## src/design/rgbhr_pkg.sv

```systemverilog
// rgbhr_pkg: shared constants and types for the rgb hue rotate pipeline
// no dependencies
package rgbhr_pkg;

    localparam int HUE_TURN     = 23040;
    localparam int HUE_SECTOR   = 3840;
    localparam int OFFSET_LIMIT = 5760;
    localparam int QUO_BITS     = 12;
    localparam int HUE_BITS     = 15;
    localparam int OFFSET_BITS  = 14;
    localparam int CFG_IDX_BITS = 8;
    localparam int RECIP_SHIFT  = 24;
    localparam int RECIP_15     = 1118481;
    localparam int RECIP_BITS   = 21;
    localparam int RAMP_BITS    = 12;

    typedef enum logic [1:0] {
        SEL_RED,
        SEL_GREEN,
        SEL_BLUE
    } t_sel;

    typedef enum logic [CFG_IDX_BITS-1:0] {
        CFG_HUE_OFFSET = 8'd0,
        CFG_RGB_MODE   = 8'd1
    } t_cfg_idx;

    typedef enum logic [2:0] {
        SEC_0,
        SEC_1,
        SEC_2,
        SEC_3,
        SEC_4,
        SEC_5
    } t_sector;

endpackage

```

## src/design/rgbhr_analyze.sv

```systemverilog
// rgbhr_analyze: max, min, chroma, hue channel select and divider numerator
// depends on rgbhr_pkg
module rgbhr_analyze #(
    parameter int CB = 12,
    parameter int AW = 1
) (
    input  logic                  i_clk,
    input  logic                  i_rst_n,
    input  logic                  i_valid,
    input  logic [CB-1:0]         i_red,
    input  logic [CB-1:0]         i_green,
    input  logic [CB-1:0]         i_blue,
    input  logic [AW-1:0]         i_aux,
    output logic                  o_valid,
    output logic [CB+11:0]        o_num,
    output logic [CB-1:0]         o_chroma,
    output logic [CB-1:0]         o_min,
    output rgbhr_pkg::t_sel       o_sel,
    output logic                  o_neg,
    output logic [AW-1:0]         o_aux
);
    import rgbhr_pkg::*;

    logic [CB-1:0]   mx;
    logic [CB-1:0]   mn;
    logic signed [CB:0] diff;
    t_sel            sel;

    logic            r_va;
    logic [CB-1:0]   r_mn_a;
    logic [CB-1:0]   r_d_a;
    t_sel            r_sel_a;
    logic            r_neg_a;
    logic [CB-1:0]   r_abs_a;
    logic [AW-1:0]   r_aux_a;

    logic            r_vb;
    logic [CB+11:0]  r_num;
    logic [CB-1:0]   r_mn_b;
    logic [CB-1:0]   r_d_b;
    t_sel            r_sel_b;
    logic            r_neg_b;
    logic [AW-1:0]   r_aux_b;

    always_comb begin
        mx = i_red;
        mn = i_red;
        if (i_green > mx) mx = i_green;
        if (i_blue > mx) mx = i_blue;
        if (i_green < mn) mn = i_green;
        if (i_blue < mn) mn = i_blue;
        priority if (i_red == mx) begin
            sel  = SEL_RED;
            diff = $signed({1'b0, i_green}) - $signed({1'b0, i_blue});
        end else if (i_green == mx) begin
            sel  = SEL_GREEN;
            diff = $signed({1'b0, i_blue}) - $signed({1'b0, i_red});
        end else begin
            sel  = SEL_BLUE;
            diff = $signed({1'b0, i_red}) - $signed({1'b0, i_green});
        end
    end

    always_ff @(posedge i_clk) begin
        if (!i_rst_n) begin
            r_va <= 1'b0;
            r_vb <= 1'b0;
        end else begin
            r_va <= i_valid;
            r_vb <= r_va;
        end
    end

    always_ff @(posedge i_clk) begin
        r_mn_a  <= mn;
        r_d_a   <= mx - mn;
        r_sel_a <= sel;
        r_neg_a <= diff[CB];
        r_abs_a <= diff[CB] ? CB'(-diff) : diff[CB-1:0];
        r_aux_a <= i_aux;

        r_num   <= ({r_abs_a, 12'd0} - {4'd0, r_abs_a, 8'd0}) + (CB+12)'(r_d_a >> 1);
        r_mn_b  <= r_mn_a;
        r_d_b   <= r_d_a;
        r_sel_b <= r_sel_a;
        r_neg_b <= r_neg_a;
        r_aux_b <= r_aux_a;
    end

    assign o_valid  = r_vb;
    assign o_num    = r_num;
    assign o_chroma = r_d_b;
    assign o_min    = r_mn_b;
    assign o_sel    = r_sel_b;
    assign o_neg    = r_neg_b;
    assign o_aux    = r_aux_b;

endmodule

```

## src/design/rgbhr_div_stage.sv

```systemverilog
// rgbhr_div_stage: one registered restoring division step, one quotient bit
// depends on rgbhr_pkg
module rgbhr_div_stage #(
    parameter int NW   = 24,
    parameter int DW   = 12,
    parameter int STEP = 0,
    parameter int AW   = 1
) (
    input  logic                               i_clk,
    input  logic                               i_rst_n,
    input  logic                               i_valid,
    input  logic [NW-1:0]                      i_rem,
    input  logic [DW-1:0]                      i_den,
    input  logic [rgbhr_pkg::QUO_BITS-1:0]     i_quo,
    input  logic [AW-1:0]                      i_aux,
    output logic                               o_valid,
    output logic [NW-1:0]                      o_rem,
    output logic [DW-1:0]                      o_den,
    output logic [rgbhr_pkg::QUO_BITS-1:0]     o_quo,
    output logic [AW-1:0]                      o_aux
);
    import rgbhr_pkg::*;

    logic [NW-1:0]       sub;
    logic                fits;
    logic [QUO_BITS-1:0] n_quo;
    logic                r_valid;
    logic [NW-1:0]       r_rem;
    logic [DW-1:0]       r_den;
    logic [QUO_BITS-1:0] r_quo;
    logic [AW-1:0]       r_aux;

    always_comb begin
        sub         = NW'(i_den) << STEP;
        fits        = (i_rem >= sub);
        n_quo       = i_quo;
        n_quo[STEP] = fits;
    end

    always_ff @(posedge i_clk) begin
        if (!i_rst_n) begin
            r_valid <= 1'b0;
        end else begin
            r_valid <= i_valid;
        end
    end

    always_ff @(posedge i_clk) begin
        r_rem <= fits ? (i_rem - sub) : i_rem;
        r_quo <= n_quo;
        r_den <= i_den;
        r_aux <= i_aux;
    end

    assign o_valid = r_valid;
    assign o_rem   = r_rem;
    assign o_den   = r_den;
    assign o_quo   = r_quo;
    assign o_aux   = r_aux;

endmodule

```

## src/design/rgbhr_rebuild.sv

```systemverilog
// rgbhr_rebuild: hue offset and wrap, sector ramp and rgb reconstruction
// depends on rgbhr_pkg
module rgbhr_rebuild #(
    parameter int CB = 12
) (
    input  logic                                 i_clk,
    input  logic                                 i_rst_n,
    input  logic                                 i_valid,
    input  logic [rgbhr_pkg::QUO_BITS-1:0]       i_quo,
    input  logic [CB-1:0]                        i_chroma,
    input  logic [CB-1:0]                        i_min,
    input  rgbhr_pkg::t_sel                      i_sel,
    input  logic                                 i_neg,
    input  logic [CB-1:0]                        i_red,
    input  logic [CB-1:0]                        i_green,
    input  logic [CB-1:0]                        i_blue,
    input  logic                                 i_last,
    input  logic signed [rgbhr_pkg::OFFSET_BITS-1:0] i_offset,
    input  logic                                 i_mode,
    output logic                                 o_valid,
    output logic [CB-1:0]                        o_red,
    output logic [CB-1:0]                        o_green,
    output logic [CB-1:0]                        o_blue,
    output logic                                 o_last
);
    import rgbhr_pkg::*;

    localparam int NST = 6;
    localparam int PW  = CB + RAMP_BITS;
    localparam int WW  = CB + 5;
    localparam int MW  = WW + RECIP_BITS;

    logic [NST-1:0]       r_v;
    logic [CB-1:0]        r_d   [NST];
    logic [CB-1:0]        r_mn  [NST];
    logic [CB-1:0]        r_r   [NST];
    logic [CB-1:0]        r_g   [NST];
    logic [CB-1:0]        r_b   [NST];
    logic                 r_l   [NST];

    logic signed [16:0]   hue0;
    logic [HUE_BITS-1:0]  r_hue0;
    logic signed [OFFSET_BITS-1:0] offc;
    logic signed [16:0]   hsum;
    logic [HUE_BITS-1:0]  r_hue;
    t_sector              sec;
    logic [HUE_BITS-1:0]  sec_base;
    logic [RAMP_BITS-1:0] frac;
    t_sector              r_sec [2:NST-1];
    logic [RAMP_BITS-1:0] r_ramp;
    logic [PW-1:0]        r_prod;
    logic [PW:0]          rnd;
    logic [WW-1:0]        r_w;
    logic [MW-1:0]        r_mw;
    logic [WW-1:0]        q15;
    logic [WW-1:0]        rem15;
    logic [CB-1:0]        r_x;
    logic [CB-1:0]        c0;
    logic [CB-1:0]        c1;
    logic [CB-1:0]        c2;
    logic [CB-1:0]        dd;
    logic [CB-1:0]        xx;
    logic [CB-1:0]        r_ro;
    logic [CB-1:0]        r_go;
    logic [CB-1:0]        r_bo;
    logic                 r_lo;
    logic                 r_vo;

    // stage 0: signed quotient plus sector base
    always_comb begin
        logic signed [16:0] qs;
        qs = i_neg ? -$signed({5'd0, i_quo}) : $signed({5'd0, i_quo});
        unique case (i_sel)
            SEL_RED:   hue0 = (qs < 0) ? qs + 17'sd23040 : qs;
            SEL_GREEN: hue0 = qs + 17'sd7680;
            SEL_BLUE:  hue0 = qs + 17'sd15360;
            default:   hue0 = '0;
        endcase
        if (i_chroma == '0) hue0 = '0;
    end

    // stage 1: offset and wrap
    always_comb begin
        priority if (i_offset > OFFSET_BITS'(OFFSET_LIMIT))
            offc = OFFSET_BITS'(OFFSET_LIMIT);
        else if (i_offset < -OFFSET_BITS'(OFFSET_LIMIT))
            offc = -OFFSET_BITS'(OFFSET_LIMIT);
        else
            offc = i_offset;
        hsum = $signed({2'b00, r_hue0}) + $signed({{1{offc[OFFSET_BITS-1]}}, offc, 2'b00});
        priority if (hsum < 0)
            hsum = hsum + 17'sd23040;
        else if (hsum >= 17'sd23040)
            hsum = hsum - 17'sd23040;
    end

    // stage 2: sector and ramp
    always_comb begin
        priority if (r_hue >= HUE_BITS'(5 * HUE_SECTOR)) begin
            sec = SEC_5;
            sec_base = HUE_BITS'(5 * HUE_SECTOR);
        end else if (r_hue >= HUE_BITS'(4 * HUE_SECTOR)) begin
            sec = SEC_4;
            sec_base = HUE_BITS'(4 * HUE_SECTOR);
        end else if (r_hue >= HUE_BITS'(3 * HUE_SECTOR)) begin
            sec = SEC_3;
            sec_base = HUE_BITS'(3 * HUE_SECTOR);
        end else if (r_hue >= HUE_BITS'(2 * HUE_SECTOR)) begin
            sec = SEC_2;
            sec_base = HUE_BITS'(2 * HUE_SECTOR);
        end else if (r_hue >= HUE_BITS'(HUE_SECTOR)) begin
            sec = SEC_1;
            sec_base = HUE_BITS'(HUE_SECTOR);
        end else begin
            sec = SEC_0;
            sec_base = '0;
        end
        frac = RAMP_BITS'(r_hue - sec_base);
    end

    // stages 4 and 5: divide by 3840 as shift by 8 then reciprocal of 15
    always_comb begin
        rnd   = (PW+1)'(r_prod) + (PW+1)'(HUE_SECTOR / 2);
        q15   = WW'(r_mw >> RECIP_SHIFT);
        rem15 = r_w - WW'(q15 * 15);
    end

    // stage 6: place chroma and ramp by sector
    always_comb begin
        dd = r_d[NST-1];
        xx = r_x;
        c0 = '0;
        c1 = '0;
        c2 = '0;
        unique case (r_sec[NST-1])
            SEC_0: begin c0 = dd; c1 = xx; end
            SEC_1: begin c0 = xx; c1 = dd; end
            SEC_2: begin c1 = dd; c2 = xx; end
            SEC_3: begin c1 = xx; c2 = dd; end
            SEC_4: begin c0 = xx; c2 = dd; end
            default: begin c0 = dd; c2 = xx; end
        endcase
    end

    always_ff @(posedge i_clk) begin
        if (!i_rst_n) begin
            r_v  <= '0;
            r_vo <= 1'b0;
        end else begin
            r_v  <= {r_v[NST-2:0], i_valid};
            r_vo <= r_v[NST-1];
        end
    end

    always_ff @(posedge i_clk) begin
        r_d[0]  <= i_chroma;
        r_mn[0] <= i_min;
        r_r[0]  <= i_red;
        r_g[0]  <= i_green;
        r_b[0]  <= i_blue;
        r_l[0]  <= i_last;
        for (int k = 1; k < NST; k++) begin
            r_d[k]  <= r_d[k-1];
            r_mn[k] <= r_mn[k-1];
            r_r[k]  <= r_r[k-1];
            r_g[k]  <= r_g[k-1];
            r_b[k]  <= r_b[k-1];
            r_l[k]  <= r_l[k-1];
        end
        r_hue0   <= HUE_BITS'(hue0);
        r_hue    <= HUE_BITS'(hsum);
        r_sec[2] <= sec;
        r_ramp   <= sec[0] ? RAMP_BITS'(HUE_SECTOR) - frac : frac;
        for (int k = 3; k < NST; k++) begin
            r_sec[k] <= r_sec[k-1];
        end
        r_prod <= PW'(r_d[2]) * PW'(r_ramp);
        r_w    <= WW'(rnd >> 8);
        r_mw   <= MW'(WW'(rnd >> 8)) * MW'(RECIP_15);
        r_x    <= (rem15 >= WW'(15)) ? CB'(q15 + WW'(1)) : CB'(q15);
        r_ro   <= i_mode ? c0 + r_mn[NST-1] : r_r[NST-1];
        r_go   <= i_mode ? c1 + r_mn[NST-1] : r_g[NST-1];
        r_bo   <= i_mode ? c2 + r_mn[NST-1] : r_b[NST-1];
        r_lo   <= r_l[NST-1];
    end

    assign o_valid = r_vo;
    assign o_red   = r_ro;
    assign o_green = r_go;
    assign o_blue  = r_bo;
    assign o_last  = r_lo;

endmodule

```

## src/design/rgb_hue_rotate.sv

```systemverilog
// rgb_hue_rotate: hsv hue shift of one pixel per clock
// accepted start reaches o_valid through analyze, the hue divider and rebuild; throughput one pixel per cycle
// the 12-stage hue divider sets the depth; busy stays low
// synchronous active-low reset clears valid bits, hue_offset to 0 and rgb_mode to 1
// results cannot be stalled by the receiver
module rgb_hue_rotate #(
    parameter int CHANNEL_BITS = 12
) (
    input  logic                                   i_clk,
    input  logic                                   i_rst_n,
    input  logic                                   start,
    output logic                                   busy,
    input  logic [CHANNEL_BITS-1:0]                i_red_in,
    input  logic [CHANNEL_BITS-1:0]                i_green_in,
    input  logic [CHANNEL_BITS-1:0]                i_blue_in,
    input  logic                                   i_last_in,
    output logic                                   o_valid,
    output logic [CHANNEL_BITS-1:0]                o_red_out,
    output logic [CHANNEL_BITS-1:0]                o_green_out,
    output logic [CHANNEL_BITS-1:0]                o_blue_out,
    output logic                                   o_last_out,
    input  logic                                   i_cfg_valid,
    output logic                                   o_cfg_ready,
    input  logic [rgbhr_pkg::CFG_IDX_BITS-1:0]     i_cfg_index,
    input  logic [rgbhr_pkg::OFFSET_BITS-1:0]      i_cfg_data
);
    import rgbhr_pkg::*;

    localparam int CB  = CHANNEL_BITS;
    localparam int NW  = CB + 12;
    localparam int A1  = 3 * CB + 1;
    localparam int A2  = A1 + 2 * CB + 3;
    localparam int LAT = 2 + QUO_BITS + 7;

    logic signed [OFFSET_BITS-1:0] r_hue_offset;
    logic                          r_rgb_mode;

    logic                 an_valid;
    logic [NW-1:0]        an_num;
    logic [CB-1:0]        an_d;
    logic [CB-1:0]        an_mn;
    t_sel                 an_sel;
    logic                 an_neg;
    logic [A1-1:0]        an_aux;

    logic                 dv_valid [QUO_BITS+1];
    logic [NW-1:0]        dv_rem   [QUO_BITS+1];
    logic [CB-1:0]        dv_den   [QUO_BITS+1];
    logic [QUO_BITS-1:0]  dv_quo   [QUO_BITS+1];
    logic [A2-1:0]        dv_aux   [QUO_BITS+1];

    logic [A2-1:0]        fin;

    assign busy        = 1'b0;
    assign o_cfg_ready = 1'b1;

    always_ff @(posedge i_clk) begin
        if (!i_rst_n) begin
            r_hue_offset <= '0;
            r_rgb_mode   <= 1'b1;
        end else if (i_cfg_valid && o_cfg_ready) begin
            if (i_cfg_index == CFG_HUE_OFFSET) r_hue_offset <= $signed(i_cfg_data);
            if (i_cfg_index == CFG_RGB_MODE) r_rgb_mode <= i_cfg_data[0];
        end
    end

    rgbhr_analyze #(.CB(CB), .AW(A1)) u_analyze (
        .i_clk    (i_clk),
        .i_rst_n  (i_rst_n),
        .i_valid  (start && !busy),
        .i_red    (i_red_in),
        .i_green  (i_green_in),
        .i_blue   (i_blue_in),
        .i_aux    ({i_red_in, i_green_in, i_blue_in, i_last_in}),
        .o_valid  (an_valid),
        .o_num    (an_num),
        .o_chroma (an_d),
        .o_min    (an_mn),
        .o_sel    (an_sel),
        .o_neg    (an_neg),
        .o_aux    (an_aux)
    );

    assign dv_valid[0] = an_valid;
    assign dv_rem[0]   = an_num;
    assign dv_den[0]   = an_d;
    assign dv_quo[0]   = '0;
    assign dv_aux[0]   = {an_aux, an_mn, an_d, logic'(an_sel[1]), logic'(an_sel[0]), an_neg};

    for (genvar k = 0; k < QUO_BITS; k++) begin : g_div
        rgbhr_div_stage #(
            .NW   (NW),
            .DW   (CB),
            .STEP (QUO_BITS - 1 - k),
            .AW   (A2)
        ) u_stage (
            .i_clk   (i_clk),
            .i_rst_n (i_rst_n),
            .i_valid (dv_valid[k]),
            .i_rem   (dv_rem[k]),
            .i_den   (dv_den[k]),
            .i_quo   (dv_quo[k]),
            .i_aux   (dv_aux[k]),
            .o_valid (dv_valid[k+1]),
            .o_rem   (dv_rem[k+1]),
            .o_den   (dv_den[k+1]),
            .o_quo   (dv_quo[k+1]),
            .o_aux   (dv_aux[k+1])
        );
    end

    assign fin = dv_aux[QUO_BITS];

    rgbhr_rebuild #(.CB(CB)) u_rebuild (
        .i_clk    (i_clk),
        .i_rst_n  (i_rst_n),
        .i_valid  (dv_valid[QUO_BITS]),
        .i_quo    (dv_quo[QUO_BITS]),
        .i_chroma (fin[CB+2:3]),
        .i_min    (fin[2*CB+2:CB+3]),
        .i_sel    (t_sel'(fin[2:1])),
        .i_neg    (fin[0]),
        .i_red    (fin[A2-1:A2-CB]),
        .i_green  (fin[A2-CB-1:A2-2*CB]),
        .i_blue   (fin[A2-2*CB-1:A2-3*CB]),
        .i_last   (fin[2*CB+3]),
        .i_offset (r_hue_offset),
        .i_mode   (r_rgb_mode),
        .o_valid  (o_valid),
        .o_red    (o_red_out),
        .o_green  (o_green_out),
        .o_blue   (o_blue_out),
        .o_last   (o_last_out)
    );

`ifndef SYNTHESIS
    a_latency : assert property (@(posedge i_clk) disable iff (!i_rst_n)
        o_valid |-> $past(start && !busy, LAT))
        else $error("result without matching transaction");
    a_last : assert property (@(posedge i_clk) disable iff (!i_rst_n)
        o_valid |-> o_last_out == $past(i_last_in, LAT))
        else $error("last marker misaligned");
    a_div_valid : assert property (@(posedge i_clk) disable iff (!i_rst_n)
        dv_valid[QUO_BITS] |=> ##6 o_valid)
        else $error("result lost in rebuild stages");
`endif

endmodule
```

## config.mk

```make
export PLATFORM = sky130hd
export DESIGN_NAME = rgb_hue_rotate
export DESIGN_NICKNAME = d
export VERILOG_FILES = /design/src/design/rgbhr_pkg.sv /design/src/design/rgbhr_analyze.sv /design/src/design/rgbhr_div_stage.sv /design/src/design/rgbhr_rebuild.sv /design/src/design/rgb_hue_rotate.sv
export SDC_FILE = /design/constraint.sdc
export NUM_CORES = 2
export LEC_CHECK = 0
export BUFFER_PORTS_ARGS = -buffer_cell sky130_fd_sc_hd__buf_4
export CAP_MARGIN = 5
export CORE_MARGIN = 2
export CORE_UTILIZATION = 40
export DETAILED_ROUTE_END_ITERATION = 6
export PLACE_DENSITY = 0.51
export SETUP_SLACK_MARGIN = 0.2
export SLEW_MARGIN = 20
export SYNTH_ARGS = -nofsm -noshare
export SYNTH_HDL_FRONTEND = slang
export SYNTH_SLANG_ARGS = --single-unit
```

## constraint.sdc

```tcl
create_clock -name i_clk -period 7.1 [get_ports i_clk]
set_input_delay 0.355 -clock i_clk [delete_from_list [all_inputs] [get_ports i_clk]]
set_output_delay 0.355 -clock i_clk [all_outputs]
set_load 0.05 [all_outputs]
```

==> flow_summary.json <==
{
  "synth-seq-cells": 1794,
  "r2r_cells": 26,
  "chipHeight_um": 403,
  "rows": 146,
  "start_kind": "primary input",
  "hold-worst-slack_ps": 172,
  "grt_pass1_wl_um": 200000,
  "synth-main-ff-cell": "dfxtp_1",
  "dieArea_sq_um": 163000,
  "end_kind": "flop",
  "yosysMostFrequentCell": "dfxtp_1",
  "slowest_stage": "dlygate4sd3_1",
  "rsz0062_at_grt": "yes",
  "yosys-top-cells-count": "dfxtp_1 (1794), inv_1 (553), ha_1 (462)",
  "finalWirelength_um": 125000,
  "drc_errors": 0,
  "cp_top_family": "compound AO/OA/AOI/OAI gates",
  "area_growth_pct": 16.1,
  "synth_mux_area_share_pct": 1.80,
  "synth_xor_area_share_pct": 4.94,
  "cp_slowest_stage_delay_ps": 530,
  "worstSetupPathType": "primary input to flop",
  "vias": 37529,
  "yosys.area_share.simple_pct": 9.28,
  "yosysWarnings": 0,
  "crit_buf_inv": 4,
  "ios": 103,
  "synth_top_family_by_area": "adder cells",
  "synth.largest_area_cell": "dfxtp_1",
  "die_x_um": 403,
  "timing.fmax_ghz": 0.155,
  "drv_cap": 0,
  "utilization_pct": 46.8,
  "drive_above_1_share_pct": 8.74,
  "clk_pin_slew_worst_paths_ps": 60,
  "ant_nets": 0,
  "setup_viol": 0,
  "seq_area_frac_synth_pct": 56.3,
  "firstDrtPassIters": 5,
  "fp.coreArea_sq_um": 158000,
  "insertedDiodeCount": 0,
  "synth_cells": 5696,
  "viasPerCell": 4.58,
  "async_flop_share_pct": 0,
  "worstHoldPathCells": 5,
  "synth-compound-area-share_pct": 9.04,
  "synth.net_count": 6400,
  "synth_top_cells_by_area": "dfxtp_1 (56%), ha_1 (9.1%), fa_1 (5.6%)",
  "cts-buffers-inserted": 177,
  "synth_fa_ha_area_share_pct": 14.7,
  "clock_latency_ps": 780,
  "cts_root_buf": "clkbuf_16",
  "finalHoldViolations": 0,
  "detailed_place_hpwl_um": 94400,
  "h-tree-depth": 4,
  "cts.path.max_buffers": 3,
  "fillers": 14409,
  "grt_max_degree": 64,
  "tns_ps": 0,
  "slew_headroom_pct": 27.3,
  "hp-class": "primary input to flop",
  "timing.final.crit_share_pct": 90.7,
  "grt-ovfl-total": 0,
  "syn_avg_cell_area_sq_um": 11.2,
  "gp_congestion": 0.852,
  "dr.first_iter.drc_count": 1721,
  "fin_crit_ps": 6440,
  "path_depth": 30,
  "required_ps": 7820,
  "drv_slew": 0,
  "wl_per_cell_um": 15.3,
  "synth_top_area_share_pct": 56.3,
  "tightestPinTransition_ps": 1090,
  "skew_ps": 57.4,
  "grt_pass1_vias": 37874,
  "grt_use_total_pct": 15.4,
  "nets": 6668,
  "arrival_ps": 7160,
  "port-buffer-count": 100,
  "worstPathMaxFanout": 16,
  "antenna_found_initial": 2,
  "ys_types": 87,
  "netlist_area_sq_um": 63800,
  "synth_edf_count": 0,
  "cts_sinks": 1794,
  "cts_tree": "done",
  "start_util_pct": 40.3,
  "status": "finished, final reports clean"
}
cell families (layout without fill, tap and decap cells):
group                      Yosys count  count (layout)
buffers and inverters              670            1093
muxes                              107             107
xor gates and xnor gates           360             360
other                                2               2
AOI/OAI and AO/OA                  903             903
adders and majority gates          642             642
and+or+nand+nor                   1218            1218
DFF                               1794            1794
final timing paths:
check / startpoint / endpoint / slack, ps
setup reg to reg: u_rebuild.r_prod[8]$_DFF_P_ / u_rebuild.r_mw[37]$_DFF_P_ / 660
hold / removal: i_cfg_index[0] / r_hue_offset[0]$_SDFFE_PN0P_ / 170
setup / recovery: i_green_in[2] / u_analyze.r_d_a[11]$_DFF_P_ / 660
hold reg to reg: g_div[11].u_stage.o_aux[7]$_DFF_P_ / u_rebuild.r_d[0][4]$_DFF_P_ / 310
through the flow:
step	cell area (sq um)	std cells	setup WS, ps
2_1_floorplan	63800	5696	814
3_3_place_gp	67100	7793	387
3_5_place_dp	67100	7793	415
4_1_cts	74100	8191	403
5_1_grt	74100	8191	181
6_report	74100	8191	664
worst reg2reg max path, delay by kind of cell, from the launching register on:
kind	cells	cell delay, ps
compound gates	8	1880
xor+xnor	2	320
fa+ha+maj	6	2660
simple gates	5	790
flops	1	390
buf+inv	5	360
cells in the final DEF (no fill, tap or decap), drive strengths merged, types with 64 or more instances in the layout:
cell type,count
clkbuf,243
ha,462
dlygate4sd3,64
a21boi,68
inv,569
nor2,308
a21o,75
dfxtp,1794
fa,179
xor2,111
nor2b,64
buf,141
and2,86
a21oi,275
xnor2,249
o21ai,198
nor3,79
nand2,365
what timing repair did:
item / in CTS / in global routing
setup endpoints to repair: 0 / 5
hold buffers: 64 / 0
resized for setup: 0 / 6
setup buffers: 0 / 0
hold endpoints to repair: 81 / 0
per-layer routing:
metal / part of all wire (%) / wire (um) / track usage [%]
met1: 45 / 55700 / 18.6
met2: 49 / 61800 / 27.4
met3: 3.1 / 3920 / 2.72
met4: 2.9 / 3600 / 5.62
met5: 0 / 0 / 0
registers in the layout, summed over array words and instances (netlist names), 72 cells and up:
signal / cells
u_rebuild.r_b: 72
u_rebuild.r_r: 72
g_div.u_stage.o_rem: 234
g_div.u_stage.o_quo: 78
g_div.u_stage.o_aux: 768
u_rebuild.r_d: 72
u_rebuild.r_mn: 72
u_rebuild.r_g: 72
layout make-up:
type / instances / area, sq um / share of cell area [%]
clock buffer: 243 / 4990 / 6.73
clock inverter: 91 / 1400 / 1.89
sequential: 1794 / 35900 / 48.5
timing repair buffer: 205 / 1700 / 2.29
inverter: 554 / 2080 / 2.81
multi-input combinational: 3232 / 25400 / 34.3
tap: 2072 / 2590 / 3.50
Power is left out: the tool's default activity adds up to more than one toggle a clock period on the data nets, which glitch-free logic cannot reach.
